<file path="config.mk">
export PLATFORM = sky130hd
export DESIGN_NAME = ipru_front
export DESIGN_NICKNAME = d
export VERILOG_FILES = /design/src/ipru_pkg.sv /design/src/ipru_front.sv
export SDC_FILE = /design/constraint.sdc
export NUM_CORES = 1
export LEC_CHECK = 0
export BUFFER_PORTS_ARGS = -buffer_cell sky130_fd_sc_hd__buf_2
export CORE_ASPECT_RATIO = 2
export CORE_MARGIN = 1.5
export CORE_UTILIZATION = 40
export DETAILED_ROUTE_END_ITERATION = 10
export MAX_ROUTING_LAYER = met4
export SLEW_MARGIN = 15
export SYNTH_ARGS = -nofsm -noshare
export SYNTH_HDL_FRONTEND = slang
export SYNTH_SLANG_ARGS = --single-unit
</file>
<file path="constraint.sdc">
create_clock -name clk -period 10.5 [get_ports clk]
set_input_delay 1.05 -clock clk [delete_from_list [all_inputs] [get_ports clk]]
set_output_delay 1.05 -clock clk [all_outputs]
set_load 0.01 [all_outputs]
</file>
<file path="src/ipru_pkg.sv">
// ----------------------------------------------------------------------------
// ipru_pkg: shared types and constants for the indexed pixel row unpacker
// Channel payloads, queue entry layout, depth codes and register indexes.
// ----------------------------------------------------------------------------
`default_nettype none

package ipru_pkg;

	// Defaults for the top-level parameters
	localparam int MAX_ROW_PIXELS_DEF  = 4096;
	localparam int PALETTE_ENTRIES_DEF = 256;
	localparam int QUEUE_DEPTH_DEF     = 4;

	// Configuration port
	localparam int CFG_DATA_W  = 13;
	localparam int CFG_INDEX_W = 1;
	localparam logic [CFG_INDEX_W-1:0] CFG_BPP       = 1'd0;
	localparam logic [CFG_INDEX_W-1:0] CFG_ROW_WIDTH = 1'd1;

	// Register reset values
	localparam logic [3:0]  BPP_RESET       = 4'd8;
	localparam logic [12:0] ROW_WIDTH_RESET = 13'd1;

	// Pixel unpack masks
	localparam logic [7:0] HI_NIBBLE = 8'hF0;
	localparam logic [7:0] LO_NIBBLE = 8'h0F;
	localparam logic [7:0] BIT_MASK  = 8'h01;

	// Row size granule in bits
	localparam int ROW_ALIGN_BITS = 32;

	// Supported pixel depths
	typedef enum logic [1:0] {
		BPP_1 = 2'd0,
		BPP_4 = 2'd1,
		BPP_8 = 2'd2
	} bpp_code_t;

	// Input transaction
	typedef struct packed {
		logic        kind;
		logic [7:0]  data_byte;
		logic [7:0]  entry_index;
		logic [23:0] entry_color;
	} item_t;

	// Output transaction
	typedef struct packed {
		logic [7:0]  pixel_index;
		logic [23:0] pixel_color;
		logic        palette_miss;
		logic        row_end;
		logic        run_last;
	} pixel_t;

	// Classified command passed from front to back
	typedef struct packed {
		logic        is_load;
		logic [7:0]  value;     // data byte or palette slot
		logic [23:0] color;
		bpp_code_t   bpp;
		logic [3:0]  count;     // pixels to emit, 1..8
		logic        row_end;   // last emitted pixel closes the row
	} cmd_t;

	// Queue status seen by the front
	typedef struct packed {
		logic full;
		logic empty;
	} q_status_t;

endpackage

`default_nettype wire

</file>
<file path="src/ipru_front.sv">
// ----------------------------------------------------------------------------
// ipru_front: input acceptance, configuration and row bookkeeping
// Tracks the byte position and pixel column within a row, works out how many
// pixels each bitmap byte yields and queues palette loads and pixel runs.
// ----------------------------------------------------------------------------
`default_nettype none

module ipru_front import ipru_pkg::*; #(
	parameter int MAX_ROW_PIXELS  = MAX_ROW_PIXELS_DEF,
	parameter int PALETTE_ENTRIES = PALETTE_ENTRIES_DEF
) (
	input  wire logic                   clk,
	input  wire logic                   arst_n,
	// configuration
	input  wire logic                   cfg_valid,
	output logic                        cfg_ready,
	input  wire logic [CFG_INDEX_W-1:0] cfg_index,
	input  wire logic [CFG_DATA_W-1:0]  cfg_data,
	// input channel
	input  wire logic                   item_valid,
	output logic                        item_ready,
	input  wire item_t                  item,
	// queue
	input  wire q_status_t              q_status,
	output logic                        push,
	output cmd_t                        cmd
);

	localparam int W_W    = $clog2(MAX_ROW_PIXELS + 1);
	localparam int WIDE_W = (W_W > CFG_DATA_W) ? W_W : CFG_DATA_W;
	localparam int BITS_W = $clog2(MAX_ROW_PIXELS * 15 + ROW_ALIGN_BITS);
	localparam int RB_MAX = ((MAX_ROW_PIXELS * 15 + ROW_ALIGN_BITS - 1) / ROW_ALIGN_BITS) * 4;
	localparam int BIR_W  = $clog2(RB_MAX + 1);
	localparam int PC_W   = $clog2(MAX_ROW_PIXELS * 8 + 64);
	localparam int SH_W   = $clog2(ROW_ALIGN_BITS);

	logic [3:0]        bpp_q;
	logic [12:0]       row_width_q;
	logic [BIR_W-1:0]  byte_in_row_q;
	logic [PC_W-1:0]   pixel_column_q;

	logic [W_W-1:0]    width_eff;
	logic [BIR_W-1:0]  row_bytes;
	logic              wrap;
	logic [BIR_W-1:0]  bir_eff;
	logic [PC_W-1:0]   pc_eff;
	logic [3:0]        ppb;
	bpp_code_t         bpp_code;
	logic [3:0]        n_pix;
	logic              end_row;
	logic [BIR_W-1:0]  bir_nxt;
	logic [PC_W-1:0]   pc_nxt;
	logic              accept;

	assign cfg_ready  = 1'b1;
	assign item_ready = !q_status.full;
	assign accept     = item_valid && item_ready;

	// Configuration registers
	always_ff @(posedge clk or negedge arst_n) begin
		if (!arst_n) begin
			bpp_q       <= BPP_RESET;
			row_width_q <= ROW_WIDTH_RESET;
		end else if (cfg_valid) begin
			unique case (cfg_index)
				CFG_BPP:       bpp_q       <= cfg_data[3:0];
				CFG_ROW_WIDTH: row_width_q <= cfg_data[12:0];
				default: ;
			endcase
		end
	end

	// Effective width and row size in bytes (whole 32-bit words, at least one)
	always_comb begin
		logic [WIDE_W-1:0] rw_ext;
		logic [WIDE_W-1:0] max_ext;
		logic [BITS_W-1:0] bits;
		logic [BITS_W-1:0] words;
		rw_ext    = WIDE_W'(row_width_q);
		max_ext   = WIDE_W'(MAX_ROW_PIXELS);
		width_eff = W_W'((rw_ext > max_ext) ? max_ext : rw_ext);
		bits      = BITS_W'(width_eff) * BITS_W'(bpp_q);
		words     = (bits + BITS_W'(ROW_ALIGN_BITS - 1)) >> SH_W;
		if (words == '0) begin
			words = BITS_W'(1);
		end
		row_bytes = BIR_W'({words, 2'b00});
	end

	// Pixel depth decode
	always_comb begin
		unique case (bpp_q)
			4'd1: begin
				ppb      = 4'd8;
				bpp_code = BPP_1;
			end
			4'd4: begin
				ppb      = 4'd2;
				bpp_code = BPP_4;
			end
			4'd8: begin
				ppb      = 4'd1;
				bpp_code = BPP_8;
			end
			default: begin
				ppb      = 4'd0;
				bpp_code = BPP_8;
			end
		endcase
	end

	// Row position, pixel count of this byte and next counters
	always_comb begin
		logic [PC_W-1:0] w_ext;
		logic [PC_W-1:0] remain;
		logic [PC_W-1:0] ppb_ext;
		wrap    = (byte_in_row_q >= row_bytes);
		bir_eff = wrap ? '0 : byte_in_row_q;
		pc_eff  = wrap ? '0 : pixel_column_q;
		w_ext   = PC_W'(width_eff);
		ppb_ext = PC_W'(ppb);
		remain  = (pc_eff < w_ext) ? (w_ext - pc_eff) : '0;
		n_pix   = (remain >= ppb_ext) ? ppb : remain[3:0];
		end_row = ((pc_eff + ppb_ext) >= w_ext);
		bir_nxt = bir_eff + BIR_W'(1);
		pc_nxt  = pc_eff + ppb_ext;
		if (bir_nxt >= row_bytes) begin
			bir_nxt = '0;
			pc_nxt  = '0;
		end
	end

	// Row counters advance on each accepted bitmap byte
	always_ff @(posedge clk or negedge arst_n) begin
		if (!arst_n) begin
			byte_in_row_q  <= '0;
			pixel_column_q <= '0;
		end else if (accept && item.kind) begin
			byte_in_row_q  <= bir_nxt;
			pixel_column_q <= pc_nxt;
		end
	end

	// Classify: loads into the palette range and bytes that yield pixels
	always_comb begin
		cmd.is_load = !item.kind;
		cmd.value   = item.kind ? item.data_byte : item.entry_index;
		cmd.color   = item.entry_color;
		cmd.bpp     = bpp_code;
		cmd.count   = n_pix;
		cmd.row_end = end_row;
		if (item.kind) begin
			push = accept && (n_pix != 4'd0);
		end else begin
			push = accept && ({1'b0, item.entry_index} < 9'(PALETTE_ENTRIES));
		end
	end

endmodule

`default_nettype wire

</file>
Word-level counts from Yosys, hierarchy flattened
Cells that the tools add are included.

operators by class
  add/sub/neg operators = 4
  multipliers = 1
  div/mod/pow operators = 0
  $lt $le $gt $ge = 6
  eq/ne operators = 3
  shifts and indexed selects = 0
  mux-type cells = 12
  bitwise logic cells = 1
  reduce and logical (&&, ||, !) cells = 9

operator list
  kind                                                  count
  2-to-1 mux 16 bit                                     3
  2-to-1 mux 13 bit                                     3
  >= comparator 13 bit                                  2
  adder 16 x 4 -> 16 bit                                1
  adder 16 x 5 -> 16 bit (second input constant)        1
  >= comparator 16 x 13 -> 1 bit                        1
  >= comparator 16 x 4 -> 1 bit                         1
  zero test 16 bit                                      1
  less-than comparator 16 x 13 -> 1 bit                 1
  multiplier 13 x 4 -> 16 bit                           1
  subtractor 13 x 16 -> 16 bit                          1
  adder 13 x 1 -> 13 bit (second input constant)        1
  > comparator 13 bit (second input constant)           1
  case mux 4 bit (3 select lines)                       1
  2-to-1 mux 11 bit                                     1
  2-to-1 mux 8 bit                                      1
  equality test 4 x 1 -> 1 bit (second input constant)  1
  equality test 4 x 3 -> 1 bit (second input constant)  1
  equality test 4 bit (second input constant)           1
  2-to-1 mux 4 bit                                      1
  case mux 2 bit (2 select lines)                       1
  AND reduction 2 bit                                   2
  nonzero test 4 bit                                    1
  logical AND 1 bit                                     3
  other kinds (3)                                       4

word-level totals
  flip-flop bits (word level) = 46
  bits in latches = 0
  RAM bits = 0
  memory bits (read-only) = 0
  bits of input ports = 61
  output and inout bits = 43
  logic and storage cells = 40
  memories kept = 0

Depth between registers and ports, before layout
  depth in word-level cells = 15
  gate-level depth with buffers = 45
  gate-level depth less buffers = 41

Worst setup path before layout
Ideal clock, no wire load.

  path kind = flip-flop to output port
  start point = register row_width_q[12]
  end point = output cmd[1] (netlist bit)
  arrival = 9348 ps
  required time = 9450 ps
  path slack = 102 ps
  stages on the path, launching flop included = 45
  buffers on the path = 4
  cell sequence = dfrtp_1 buf_6 clkbuf_1 nor2b_1 and2_1 fa_1 inv_1 fa_1 inv_1 ha_1 ha_1 buf_6 a21o_1 a21o_1 nor3_4 a21oi_2 o31a_1 a311o_1 [9 not listed] inv_1 fa_1 nand3_1 a21oi_1 o31ai_2 a21oi_1 o221a_2 and2b_1 inv_1 ha_1 nand2b_1 a21o_1 a21o_2 nor4_1 o2111a_1 o2111a_2 o21bai_4 mux2_4

RTL lines
  element                   RTL line          text
  start: declaration        ipru_front.sv:38  logic [12:0] row_width_q;
  start signal: assignment  ipru_front.sv:67  CFG_ROW_WIDTH: row_width_q <= cfg_data[12:0];
  end: declaration          ipru_front.sv:26  output cmd_t cmd

==> metrics.md <==
| Metric | Value |
|---|---|
| Status | completed |
| Synth cell types | 76 |
| Nets@finish | between 1000 and 1500 |
| CTS Buffer Depth | 2 |
| IO Count | roughly 100 |
| Die X | roughly 90 um |
| Syn Inst Count | 724 |
| GP Congestion | a little under 0.9 |
| Routed WL | 17590 um |
| Clock Latency Late Sink | roughly 0.30 ns |
| Global-route wire length before repair | between 20000 and 30000 um |
| CP endpoint kind | output pin |
| Ys Warns | 0 |
| DRC | 0 |
| Detail Route Antenna Nets | 0 |
| Slew HR | 46.54% |
| EDFF count, synth | 0 |
| Total gr overflow | 0 |
| Post-Syn Area | 6272 um^2 |
| Clk slew on worst S/H paths | 0.07 ns |
| Internal power | between 1 and 1.5 mW |
| Leakage | between 3 and 4 nW |
| Max Cap Viol | 0 |
| Logic pwr share | approximately 77% |
| Via count | 5687 |
| Slowest cell on the critical path | fa_1 |
| FMAX | about 96 MHz |
| Hold Path Class | flip-flop to flip-flop |
| Row count | between 60 and 70 |
| Synth top area share | between 10% and 20% |
| Clk_skew | 0.01005 ns |
| Ranking of synthesized cells by area | dfrtp_1 18%, ha_1 17%, fa_1 7.7% |
| First-pass DRT Iterations | 4 |
| CTS H-tree depth | 2 |
| Area of the die | 16490 um^2 |
| Placed instance count | around 1000 |
| Crit path max fanout | 6 |
| Top cell by count, worst path | buf_6 |
| CP Buf/Inv Count | 7 |
| RSZ-0062 raised after global routing | true |
| Slew @ Worst Pin | between 0.7 and 0.8 ns |
| Vias in the first global route | between 5000 and 6000 |
| Hold Path Cell Cnt | 2 |
| Clk pwr share | under 10% |
| Most common cell after layout, fill and taps aside | buf_4 |
| Startpoint Class | flip-flop |
| Layout Area Growth over Synthesis | 24.94% |
| Final Non-Filler Cells | between 1000 and 1500 |
| Mapped Nets | 895 |
| Reg2reg path depth | 39 |
| Share of flip-flops with an asynchronous set or reset | 100.0% |
| Fraction of layout cells with a size suffix above 1 | between 30 and 40% |
| Pins Over Slew Limit | 0 |
| Avg Cell Area, Syn | between 8 and 9 um^2 |
| Vias per cell | 5.484 |
| Part of the cycle the worst path needs | a little over nine tenths |
| Ant. Diodes | 0 |
| # port buffers | between 50 and 60 |
| Post-synthesis sequential area ratio | a little under a fifth |
| GRT Total Usage | roughly 22% |
| Clock Sinks | between 40 and 50 |
| Die H | ~180 um |
| Pin count of the biggest net entering global routing | between 40 and 50 |
| CP peak stage delay | about 0.56 ns |
| Initial Util | 41.01% |
| Worst setup margin | roughly 0.12 ns |
| Seq pwr share | between 10% and 20% |
| Root buffer cell | clkbuf_16 |
| Sw power | approximately 0.83 mW |
| Area leader, netlist | dfrtp_1 |
| Tmin final | about 10 ns |
| Crit Path Class | flip-flop to output pin |
| Pwr dens | about 230 nW/um^2 |
| Top_reg_cell synth | dfrtp_1 |
| Initial DRC Count | ~210 |
| Initial antenna violation count | 0 |
| Commonest cells after routing, fill and taps aside | 96 x buf_4, 73 x ha_1, 69 x nand2_1, 57 x inv_1, 52 x buf_2 |
| Worst IR drop on VDD | 129.2 uV |
| Critical path required time | between 9 and 10 ns |
| Arrival @ worst endpoint | around 9.3 ns |
| Cell depth of the worst setup path | 42 |
| Core area | about 15000 um^2 |
| Final hold vios | 0 |
| CTS tree | built |
| DR WL/cell | roughly 17 um |
| Top delay family on crit path | compound AO/OA/AOI/OAI gates |
| CTS Hold Bufs | 0 |
| Post-synthesis register bit count | 46 |
| # setup viols final | 0 |
| DPL Wire Length | 13690 um |
| CTS buffer count | 5 |
| Net Sw Frac | 45.20% |
| Dpl ws | -0.1073 ns |
## path summary, 6_finish.rpt
kind / to / startpoint / slack, ns
min: pixel_column_q[0]$_DFFE_PN0P_ / pixel_column_q[0]$_DFFE_PN0P_ / 0.49
min reg2reg: pixel_column_q[0]$_DFFE_PN0P_ / pixel_column_q[0]$_DFFE_PN0P_ / 0.49
min in group asynchronous: pixel_column_q[11]$_DFFE_PN0P_ / arst_n / 0.85
max reg2reg: pixel_column_q[11]$_DFFE_PN0P_ / row_width_q[12]$_DFFE_PN0P_ / 1.53
max: cmd[1] / row_width_q[12]$_DFFE_PN0P_ / 0.12
max in group asynchronous: row_width_q[12]$_DFFE_PN0P_ / arst_n / 9.15
## flip-flops by register name, summed over array words and instances, names as in the netlist
signal	cells
pixel_column_q	16
byte_in_row_q	13
bpp_q	4
row_width_q	13
## layout make-up
cell class,count,area (um^2)
clock buffers,7,152.6
repair buffers,160,1120
well taps,198,247.7
flip-flops and latches,46,1155
inverters,63,239.0
fillers,1377,7458
clock inverters,1,8.758
multi-input cells,562,4913
## power by group through the flow
stage	clock network, mW	registers, mW	logic [mW]
after detailed placement	0	0.255	1.18
after floorplan	0	0.239	0.781
final	0.176	0.254	1.40
after CTS	0.182	0.252	1.25
after global routing	0.190	0.259	1.55
after global placement	0	0.253	1.14
## routing by layer
layer  share of wire, %  vias to the layer above  global-route usage, %
li1                   -                     2727                      -
met1                 36                     2761                  20.97
met2                 55                      131                  40.42
met3                2.5                       68                  1.477
met4                6.9                        0                  16.25
met5                  0                        -                      -
## Yosys cell counts, types with 9 or more instances
cell / instances
ha_1: 86
nand2_1: 71
inv_1: 62
dfrtp_1: 44
and2_1: 43
nor2_1: 32
buf_4: 27
mux2_2: 25
fa_1: 24
o21ai_0: 24
xnor2_1: 23
a21oi_1: 22
xor2_1: 19
clkbuf_1: 16
nand3_1: 16
nor2b_1: 16
a21o_1: 13
nor3_1: 12
nand4_1: 11
o41ai_1: 10
o31ai_1: 9
## tightest hold or removal path, delay by kind of cell (launching register included)
family           cells  cell delay [ns]
AO/OA/AOI/OAI        1             0.06
AND/OR/NAND/NOR      1             0.05
flip-flops           1             0.34
## cells by family after synthesis
| family | Yosys count | share of synthesized area, % |
|---|---|---|
| compound gates | 139 | 16.12 |
| buf+inv | 116 | 9.156 |
| flops | 46 | 18.39 |
| simple gates | 242 | 20.55 |
| other cells | 1 | 0.05979 |
| xor+xnor | 42 | 5.865 |
| mux | 28 | 5.047 |
| fa+ha+maj | 110 | 24.82 |
## through the flow
| step | hold WS [ns] | instance area (um^2) | utilization, % | TNS [ns] | power [mW] |
|---|---|---|---|---|---|
| after CTS | 0.4909 | 7418 | 48.50 | 0 | 1.689 |
| after floorplan | 0.4402 | 6272 | - | 0 | 1.020 |
| final | 0.4887 | 7836 | 51.24 | 0 | 1.833 |
| after global placement | 0.4568 | 7058 | 46.15 | -0.01902 | 1.393 |
| after global routing | 0.5247 | 7836 | 51.24 | -1.132 | 1.998 |
| after detailed placement | 0.4667 | 7058 | 46.15 | -0.2028 | 1.433 |
## timing repair
action                                  in CTS  in global routing
buffers inserted                             6                 19
pin swaps                                   18                 39
endpoints found under the setup margin       5                  5
gates cloned                                 0                  1
endpoints found under the hold margin        0                  0
resized for setup                           30                 58
Note: power is estimated with default switching activity, not from simulation.
