**src/ipru_pkg.sv**
```systemverilog
// ----------------------------------------------------------------------------
// ipru_pkg: shared types and constants for the indexed pixel row unpacker
// Channel payloads, queue entry layout, depth codes and register indexes.
// ----------------------------------------------------------------------------
`default_nettype none

package ipru_pkg;

	// Defaults for the top-level parameters
	localparam int MAX_ROW_PIXELS_DEF  = 4096;
	localparam int PALETTE_ENTRIES_DEF = 256;
	localparam int QUEUE_DEPTH_DEF     = 4;

	// Configuration port
	localparam int CFG_DATA_W  = 13;
	localparam int CFG_INDEX_W = 1;
	localparam logic [CFG_INDEX_W-1:0] CFG_BPP       = 1'd0;
	localparam logic [CFG_INDEX_W-1:0] CFG_ROW_WIDTH = 1'd1;

	// Register reset values
	localparam logic [3:0]  BPP_RESET       = 4'd8;
	localparam logic [12:0] ROW_WIDTH_RESET = 13'd1;

	// Pixel unpack masks
	localparam logic [7:0] HI_NIBBLE = 8'hF0;
	localparam logic [7:0] LO_NIBBLE = 8'h0F;
	localparam logic [7:0] BIT_MASK  = 8'h01;

	// Row size granule in bits
	localparam int ROW_ALIGN_BITS = 32;

	// Supported pixel depths
	typedef enum logic [1:0] {
		BPP_1 = 2'd0,
		BPP_4 = 2'd1,
		BPP_8 = 2'd2
	} bpp_code_t;

	// Input transaction
	typedef struct packed {
		logic        kind;
		logic [7:0]  data_byte;
		logic [7:0]  entry_index;
		logic [23:0] entry_color;
	} item_t;

	// Output transaction
	typedef struct packed {
		logic [7:0]  pixel_index;
		logic [23:0] pixel_color;
		logic        palette_miss;
		logic        row_end;
		logic        run_last;
	} pixel_t;

	// Classified command passed from front to back
	typedef struct packed {
		logic        is_load;
		logic [7:0]  value;     // data byte or palette slot
		logic [23:0] color;
		bpp_code_t   bpp;
		logic [3:0]  count;     // pixels to emit, 1..8
		logic        row_end;   // last emitted pixel closes the row
	} cmd_t;

	// Queue status seen by the front
	typedef struct packed {
		logic full;
		logic empty;
	} q_status_t;

endpackage

`default_nettype wire

```
**src/ipru_queue.sv**
```systemverilog
// ----------------------------------------------------------------------------
// ipru_queue: short command queue between front and back
// Register-based FIFO; the head entry is visible for the back to work on.
// ----------------------------------------------------------------------------
`default_nettype none

module ipru_queue import ipru_pkg::*; #(
	parameter int DEPTH = QUEUE_DEPTH_DEF
) (
	input  wire logic  clk,
	input  wire logic  arst_n,
	input  wire logic  push,
	input  wire cmd_t  push_cmd,
	input  wire logic  pop,
	output cmd_t       head,
	output logic       head_valid,
	output q_status_t  status
);

	localparam int PTR_W = (DEPTH > 1) ? $clog2(DEPTH) : 1;
	localparam int CNT_W = $clog2(DEPTH + 1);

	cmd_t             entry_q [DEPTH];
	logic [PTR_W-1:0] wr_ptr_q;
	logic [PTR_W-1:0] rd_ptr_q;
	logic [CNT_W-1:0] count_q;
	logic             do_push;
	logic             do_pop;

	assign status.full  = (count_q == CNT_W'(DEPTH));
	assign status.empty = (count_q == '0);
	assign head_valid   = !status.empty;
	assign head         = entry_q[rd_ptr_q];
	assign do_push      = push && !status.full;
	assign do_pop       = pop && head_valid;

	// Entry storage
	always_ff @(posedge clk) begin
		if (do_push) begin
			entry_q[wr_ptr_q] <= push_cmd;
		end
	end

	// Pointers and fill count
	always_ff @(posedge clk or negedge arst_n) begin
		if (!arst_n) begin
			wr_ptr_q <= '0;
			rd_ptr_q <= '0;
			count_q  <= '0;
		end else begin
			if (do_push) begin
				wr_ptr_q <= (wr_ptr_q == PTR_W'(DEPTH - 1)) ? '0 : wr_ptr_q + PTR_W'(1);
			end
			if (do_pop) begin
				rd_ptr_q <= (rd_ptr_q == PTR_W'(DEPTH - 1)) ? '0 : rd_ptr_q + PTR_W'(1);
			end
			if (do_push && !do_pop) begin
				count_q <= count_q + CNT_W'(1);
			end else if (do_pop && !do_push) begin
				count_q <= count_q - CNT_W'(1);
			end
		end
	end

endmodule

`default_nettype wire

```
**config.mk**
```make
export PLATFORM = sky130hd
export DESIGN_NAME = ipru_queue
export DESIGN_NICKNAME = d
export VERILOG_FILES = /design/src/ipru_pkg.sv /design/src/ipru_queue.sv
export SDC_FILE = /design/constraint.sdc
export NUM_CORES = 1
export LEC_CHECK = 0
export CELL_PAD_IN_SITES_DETAIL_PLACEMENT = 0
export CELL_PAD_IN_SITES_GLOBAL_PLACEMENT = 1
export CORE_ASPECT_RATIO = 1.4
export CORE_UTILIZATION = 45
export CTS_BUF_LIST = sky130_fd_sc_hd__clkbuf_2 sky130_fd_sc_hd__clkbuf_4 sky130_fd_sc_hd__clkbuf_8
export CTS_CLUSTER_SIZE = 12
export DETAILED_ROUTE_END_ITERATION = 8
export DONT_BUFFER_PORTS = 1
export PLACE_DENSITY_LB_ADDON = 0.1
export SYNTH_ARGS = -nofsm -noshare
export SYNTH_HDL_FRONTEND = slang
export SYNTH_SLANG_ARGS = --single-unit
```
**constraint.sdc**
```tcl
create_clock -name clk -period 6.7 [get_ports clk]
set_input_delay 0.335 -clock clk [delete_from_list [all_inputs] [get_ports clk]]
set_output_delay 0.335 -clock clk [all_outputs]
set_load 0.01 [all_outputs]
```
---- Word level (Yosys, flattened, before mapping) ----
Memory sizes are Yosys's and may differ from the RTL's.
Cells that the tools add are included.
Widths: inputs -> output; s select.
storage, ports and cells
  register bits ........................... 7
  memory bits (writable) .................. 160
  memory bits (read-only) ................. 0
  latch bits .............................. 0
  logic and storage cells ................. 27
  memories kept ........................... 1
operators by class
  equality and inequality tests ........... 3
  magnitude comparators ................... 0
  bitwise operators ....................... 0
  reduce and logical (&&, ||, !) cells .... 10
  add/sub/neg operators ................... 4
  multiply operators ...................... 0
  divide/modulo/power cells ............... 0
  multiplexer cells ....................... 6
  shifts and indexed selects .............. 0
memories
  name     depth  width  rd ports  clocked after Yosys merged registers in  wr ports  line              text
  entry_q  4      40     1         0                                        1         ipru_queue.sv:23  cmd_t entry_q [DEPTH];
operator list
  operator             number
  $mux 3               2
  $add 2x1->2 const B  2
  $eq 2x2->1 const B   2
  $logic_and 1x1->1    4
  $logic_not 1->1      4
  $mux 2               2
  $add 3x1->3 const B  1
  $eq 3x3->1 const B   1
  $logic_not 3->1      1
  $sub 3x1->3 const B  1
  $mux 1               2
  $reduce_bool 2->1    1

---- Longest topological paths before layout ----
Gate-level depths: netlist of run 1.
  word-level depth ........................ 7
  depth in mapped cells ................... 8

---- Worst setup path after synthesis of run 1 ----
No wires, ideal clock.
  path kind ............................... flip-flop to flip-flop
  start point ............................. register wr_ptr_q[0]
  end point ............................... memory entry_q[3][0] (netlist bit), enable pin
  stages on the path, launching flop included .. 4
  period minus slack after synthesis ...... 2735 ps
  setup slack ............................. 3965 ps
  data required time ...................... 6262 ps
  data arrival time ....................... 2297 ps
  setup time .............................. 438 ps
  cells stage by stage .................... dfrtp_1 -> ha_1 -> nand2_1 -> nor2_1
RTL lines
  item                    line              text
  from (decl)             ipru_queue.sv:24  logic [PTR_W-1:0] wr_ptr_q;
  from (signal assigned)  ipru_queue.sv:52  wr_ptr_q <= (wr_ptr_q == PTR_W'(DEPTH - 1)) ? '0 : wr_ptr_q + PTR_W'(1);
  to (decl)               ipru_queue.sv:23
No word-level cell before the write port.

==> flow_metrics.py, run 1 <==
metrics = {
    "floorplanning": {
        "num_rows": 50,
        "fp.dieArea_um2": 14450,
        "io_pins": 87,
        "floorplan.initialDensity": 0.4650,
        "fp.dieW_um": 101.9,
        "die_h_um": 141.8,
        "core_area_um2": 13510,
    },
    "critical_path": {
        "worstPathArrival_ns": 2.14,
        "critPathKind": "reg2out",
        "end_kind": "primary output",
        "crit_fanout": 43,
        "crit_buf_inv": 0,
        "setup.worst_path.start_class": "flip-flop",
        "setup.reg_to_reg.worst_slack_ns": 4.58,
        "cpMaxStageDelayCell": "sky130_fd_sc_hd__dfrtp_4",
        "cpLargestDelayFamily": "flip-flops",
        "critical_path.max_stage_delay_ns": 1.00,
        "ff2ff_path_depth": 8,
        "timing.critical_path.cells": "mux4_1",
        "rr_startpoint": "count_q[0]$_DFFE_PN0P_",
        "worstPathRequired_ns": 6.36,
        "rr_endpoint": "count_q[2]$_DFFE_PN0P_",
    },
    "final_layout": {
        "num-nets-final": 353,
        "mostFrequentLayoutCells": "sky130_fd_sc_hd__edfxtp_1, sky130_fd_sc_hd__dlygate4sd3_1, sky130_fd_sc_hd__mux4_2",
        "final_layout_size_suffix_gt1_frac": 0.2762,
        "syn_to_final_growth_pct": 15.01,
        "stdcell_count": 497,
        "final_common_cell": "sky130_fd_sc_hd__edfxtp_1",
        "fill_cells": 1087,
        "n_antenna_cell": 0,
    },
    "grt": {
        "grt_antenna_before_repair": 1,
        "grt_pass1_wl_um": 15590,
        "grt_pass1_vias": 2857,
        "use_met3": 0.05665,
        "grt_most_used_layer": "met2",
        "grt_remaining_overflow": 0,
        "grt_util_met2": 0.2656,
        "grt_util_all_layers": 0.1542,
        "largest_net_degree_at_the_start_of_global_routing": 44,
        "gr-usage-met1": 0.1737,
    },
    "sta": {
        "layout_worst_path_cycle_share": 0.3701,
        "finClkSkew_ns": 0.008013,
        "fmax_mhz": 403.3,
        "timing.final.hold_violations": 0,
        "worst-slew-pin-transition_ns": 1.100,
        "finalSetupViolations": 0,
        "fin_setup_tns_ns": 0,
        "max-slew-margin-rel": 0.2665,
        "rsz0062_at_grt": "no",
        "period_minus_slack_ns": 2.480,
        "final-max-slew-violation-count": 0,
    },
    "power_and_ir_drop": {
        "overall_power_of_the_completed_layout_mw": 2.922,
        "irDropWorstVdd_uv": 426.9,
        "powerDensity_nw_per_um2": 404.3,
        "total_leakage_power_nw": 2.325,
    },
    "synth": {
        "synth_area_leaders": "sky130_fd_sc_hd__edfxtp_1, sky130_fd_sc_hd__mux4_2, sky130_fd_sc_hd__dfrtp_1",
        "synthDominantAreaCellType": "sky130_fd_sc_hd__edfxtp_1",
        "ys_seq_area_frac": 0.7925,
        "ys_seq_elements": 167,
        "post_synth.cell_area_avg_um2": 25.34,
        "postSynthCellCount": 248,
        "synthesis.area_um2": 6284,
        "synth_warnings": 0,
        "ys_types": 22,
        "synthesized_nets": 299,
        "area_share_of_the_largest_cell_type_after_synthesis": 0.7646,
    },
    "detailed_routing": {
        "via_per_inst": 5.282,
        "routed_wire_length_per_instance_um": 20.81,
        "drt-total-wl_um": 10340,
        "post-route-drc-count": 0,
        "postRouteAntennaNets": 0,
        "drt_pre_antenna_iters": 4,
        "via_count": 2625,
        "drt_iter0_drc": 78,
    },
    "clock_tree": {
        "cts_post_setup_buffers_inserted": 0,
        "ctsLongestPathBuffers": 2,
        "holdBufCountCts": 41,
        "clkSlewWorstSetupHoldPaths_ns": 0.08,
        "cts_tree": "built",
        "clkSinkCount": 167,
        "cts_inserted_buffers": 17,
        "postCtsResizedCells": 0,
        "clkLatencyLatePin_ns": 0.43,
        "root_buffer": "sky130_fd_sc_hd__clkbuf_8",
        "cts-htree-levels": 4,
    },
    "outcome": {
        "status": "complete, no violations",
    },
    "hold_path": {
        "hold_path.class": "in2reg",
        "hold_start": "pop",
        "whs_endpoint": "rd_ptr_q[1]$_DFFE_PN0P_",
        "hold-path-cell-count": 2,
    },
    "placed_design": {
        "placedCellCount": 424,
        "port_buffers": 0,
        "gp_congestion": 0.6862,
    },
    "job": {
        "maxCapViolations": 0,
    },
}
## cells in the mapped netlist, drive strengths merged
library cell,instances
mux4,40
mux2,5
or3,1
xnor2,1
nor2b,1
dfrtp,7
nor2,4
fa,1
buf,9
xor2,2
nor3b,1
clkbuf,1
edfxtp,160
inv,4
and2,3
nand2,2
ha,6
## how the worst max path moves through the flow
| stage | start | endpoint | cells past startpoint |
|---|---|---|---|
| floorplan | wr_ptr_q[0]$_DFFE_PN0P_ | entry_q[3][0]$_DFFE_PP_ | 3 |
| global placement | rd_ptr_q[0]$_DFFE_PN0P_ | head[30] | 1 |
| detailed placement | count_q[1]$_DFFE_PN0P_ | count_q[2]$_DFFE_PN0P_ | 8 |
| CTS | rd_ptr_q[0]$_DFFE_PN0P_ | head[30] | 1 |
| global route | rd_ptr_q[0]$_DFFE_PN0P_ | head[29] | 1 |
| finish | rd_ptr_q[0]$_DFFE_PN0P_ | head[30] | 1 |
## per-stage QoR
stage                     worst slack [ns]  hold slack (ns)  area [µm²]  utilization
after floorplan                      3.965          0.03941        6284            -
after global placement               4.595          0.03960        6442       0.4768
after detailed placement             4.570          0.03960        6442       0.4768
after CTS                            4.092          0.07119        7227       0.5348
after global routing                 4.033          0.07838        7227       0.5348
final                                4.220           0.1040        7227       0.5348
## final cells by class
cell class | instances | area, µm² | share of cell area
inverter | 4 | 15.01 | 0.002078
sequential | 167 | 4985 | 0.6898
tap | 182 | 227.7 | 0.03151
multi-input combinational | 67 | 1185 | 0.1640
clock inverter | 13 | 125.1 | 0.01731
timing repair buffer | 45 | 440.4 | 0.06094
clock buffer | 19 | 249.0 | 0.03445
## state kept, by name, summed over array words and instances (netlist names)
register  cells
count_q       3
entry_q     160
wr_ptr_q      2
rd_ptr_q      2
## routing by layer
layer	wire length [µm]	vias to the layer above
met5	10	-
li1	-	1145
met3	601	14
met2	5462	73
met1	4144	1391
met4	125	2
## where the power goes
| part | internal, mW | switching (mW) |
|---|---|---|
| logic | 0.342 | 0.352 |
| clock network | 0.307 | 0.356 |
| registers | 1.38 | 0.185 |
## kinds of logic (layout without fill, tap and decap cells)
kind of cell	after synthesis	after routing	synth area share
buf+inv	14	81	0.02071
flops	167	167	0.7925
fa+ha+maj	7	7	0.01513
simple gates	12	12	0.01394
mux	45	45	0.1535
xor+xnor	3	3	0.004182
Power figures use the tool's default switching activity.
==> inputs of run 2 (changes only) <==
- clock period: 6.7 -> 2.3 ns (I/O delays scaled with it)
==> flow_metrics.py, run 2 (synthesis gave the netlist of run 1 again) <==
metrics = {
    "placed_design": {
        "dpl.hpwl_um": 6178,
        "port_buffers": 0,
        "placedCellCount": 431,
        "gp_congestion": 0.6767,
    },
    "grt": {
        "grt_antenna_before_repair": 0,
        "grt_util_all_layers": 0.1593,
        "largest_net_degree_at_the_start_of_global_routing": 41,
        "grt_pass1_wl_um": 16200,
        "grt_pass1_vias": 2881,
        "grt_remaining_overflow": 0,
    },
    "detailed_routing": {
        "post-route-drc-count": 0,
        "via_count": 2667,
        "routed_wire_length_per_instance_um": 20.79,
        "via_per_inst": 5.260,
        "drt-total-wl_um": 10540,
        "drt_pre_antenna_iters": 4,
        "postRouteAntennaNets": 0,
        "drt_iter0_drc": 87,
    },
    "final_layout": {
        "mostFrequentLayoutCells": "sky130_fd_sc_hd__edfxtp_1, sky130_fd_sc_hd__dlygate4sd3_1, sky130_fd_sc_hd__mux4_2",
        "top_regs": "entry_q: 160 flops, count_q: 3 flops",
        "num-nets-final": 363,
        "stdcell_count": 507,
        "n_antenna_cell": 0,
        "largest_reg_flops": 160,
        "final_layout_size_suffix_gt1_frac": 0.2923,
        "syn_to_final_growth_pct": 17.74,
        "final_common_cell": "sky130_fd_sc_hd__edfxtp_1",
        "regMostFlops": "entry_q",
    },
    "critical_path": {
        "rr_endpoint": "count_q[2]$_DFFE_PN0P_",
        "worstPathRequired_ns": 2.67,
        "setup.reg_to_reg.worst_slack_ns": 0.14,
        "setup.worst_path.start_class": "flip-flop",
        "worstPathArrival_ns": 2.53,
        "end_kind": "flip-flop",
        "ff2ff_path_depth": 8,
        "crit_fanout": 4,
        "rr_startpoint": "count_q[0]$_DFFE_PN0P_",
        "critPathKind": "reg2reg",
    },
    "power_and_ir_drop": {
        "share_seq_of_total_power": 0.494,
        "pwr-share-clk": 0.224,
        "net_switching_fraction_of_the_power": 0.3083,
        "overall_power_of_the_completed_layout_mw": 8.790,
        "combinationalPowerShare": 0.282,
        "power_report.internal_total_mw": 6.080,
        "power_switching_mw": 2.710,
        "powerDensity_nw_per_um2": 1188,
        "irDropWorstVdd_uv": 640.5,
        "total_leakage_power_nw": 2.406,
    },
    "floorplanning": {
        "fp.dieW_um": 101.9,
        "num_rows": 50,
        "fp.dieArea_um2": 14450,
        "floorplan.initialDensity": 0.4650,
        "die_h_um": 141.8,
        "core_area_um2": 13510,
        "io_pins": 87,
    },
    "clock_tree": {
        "clkLatencyLatePin_ns": 0.44,
        "cts-htree-levels": 4,
        "clkSinkCount": 167,
        "ctsLongestPathBuffers": 2,
        "clkSlewWorstSetupHoldPaths_ns": 0.09,
        "root_buffer": "sky130_fd_sc_hd__clkbuf_8",
        "cts_inserted_buffers": 17,
        "cts_tree": "built",
    },
    "sta": {
        "max-slew-margin-rel": 0.6288,
        "rsz0062_at_grt": "no",
        "fmax_mhz": 463.2,
        "final-max-slew-violation-count": 0,
        "finClkSkew_ns": 0.01015,
        "fin_hold_ws_ns": 0.04939,
        "period_minus_slack_ns": 2.159,
        "worst-slew-pin-transition_ns": 0.5569,
        "fin_setup_tns_ns": 0,
        "layout_worst_path_cycle_share": 0.9386,
        "timing.final.hold_violations": 0,
        "finalSetupViolations": 0,
    },
    "hold_path": {
        "hold_path.class": "in2reg",
        "hold_start": "push",
        "hold-path-cell-count": 2,
        "whs_endpoint": "entry_q[3][3]$_DFFE_PP_",
    },
    "job": {
        "maxCapViolations": 0,
    },
    "outcome": {
        "status": "complete, no violations",
    },
}
-- run 2: final cells by class --
class,count,area [µm²]
inverters,4,15.01
well taps,182,227.7
clock inverters,15,147.6
multi-input cells,67,1185
flip-flops and latches,167,4986
repair buffers,55,603.1
clock buffers,17,234.0
fillers,1086,6115
-- run 2: power groups by stage --
stage,logic (mW),clock network [mW],registers (mW)
2_1_floorplan,2.03,0,4.23
3_3_place_gp,2.33,0,4.46
5_1_grt,2.69,2.18,4.42
4_1_cts,2.44,2.04,4.42
6_report,2.47,1.97,4.34
3_5_place_dp,2.35,0,4.50
-- run 2: repair_timing --
action | 4_1_cts | 5_1_grt
endpoints found under the hold margin | 170 | 0
setup buffers | 0 | 1
resized for setup | 0 | 1
setup endpoints to repair | 0 | 19
hold buffers | 43 | 0
-- run 2: how the worst max path moves through the flow --
stage                                  from                      end  slack (ns)
finish               count_q[0]$_DFFE_PN0P_   count_q[2]$_DFFE_PN0P_        0.14
global placement     count_q[1]$_DFFE_PN0P_   count_q[2]$_DFFE_PN0P_        0.23
floorplan            count_q[2]$_DFFE_PN0P_  entry_q[0][0]$_DFFE_PP_        0.13
global route         count_q[0]$_DFFE_PN0P_   count_q[2]$_DFFE_PN0P_       0.003
CTS                 rd_ptr_q[0]$_DFFE_PN0P_                  head[4]        0.01
detailed placement   count_q[1]$_DFFE_PN0P_   count_q[2]$_DFFE_PN0P_        0.16
-- run 2: critical path: stages (launching register included) --
cell                      delay [ns]
sky130_fd_sc_hd__dfrtp_1        0.46
sky130_fd_sc_hd__or3_4          0.44
sky130_fd_sc_hd__nand2_4        0.10
sky130_fd_sc_hd__ha_1           0.19
sky130_fd_sc_hd__inv_1          0.06
sky130_fd_sc_hd__fa_1           0.38
sky130_fd_sc_hd__xor2_1         0.17
sky130_fd_sc_hd__nor2_1         0.11
sky130_fd_sc_hd__xor2_1         0.16
-- run 2: through the flow --
step	util	instance area, µm²	setup WS [ns]
after floorplan	-	6286	0.1306
after global placement	0.4853	6558	0.2251
after detailed placement	0.4853	6558	0.1569
after CTS	0.5454	7370	0.01077
after global routing	0.5475	7398	0.002531
final	0.5475	7398	0.1413
-- run 2: per-layer routing --
metal	up-vias	share of wire	track usage
li1	1170	-	-
met1	1421	0.41	0.1925
met2	63	0.53	0.2610
met3	13	0.055	0.05517
met4	0	0.013	0.06316
met5	-	0	0
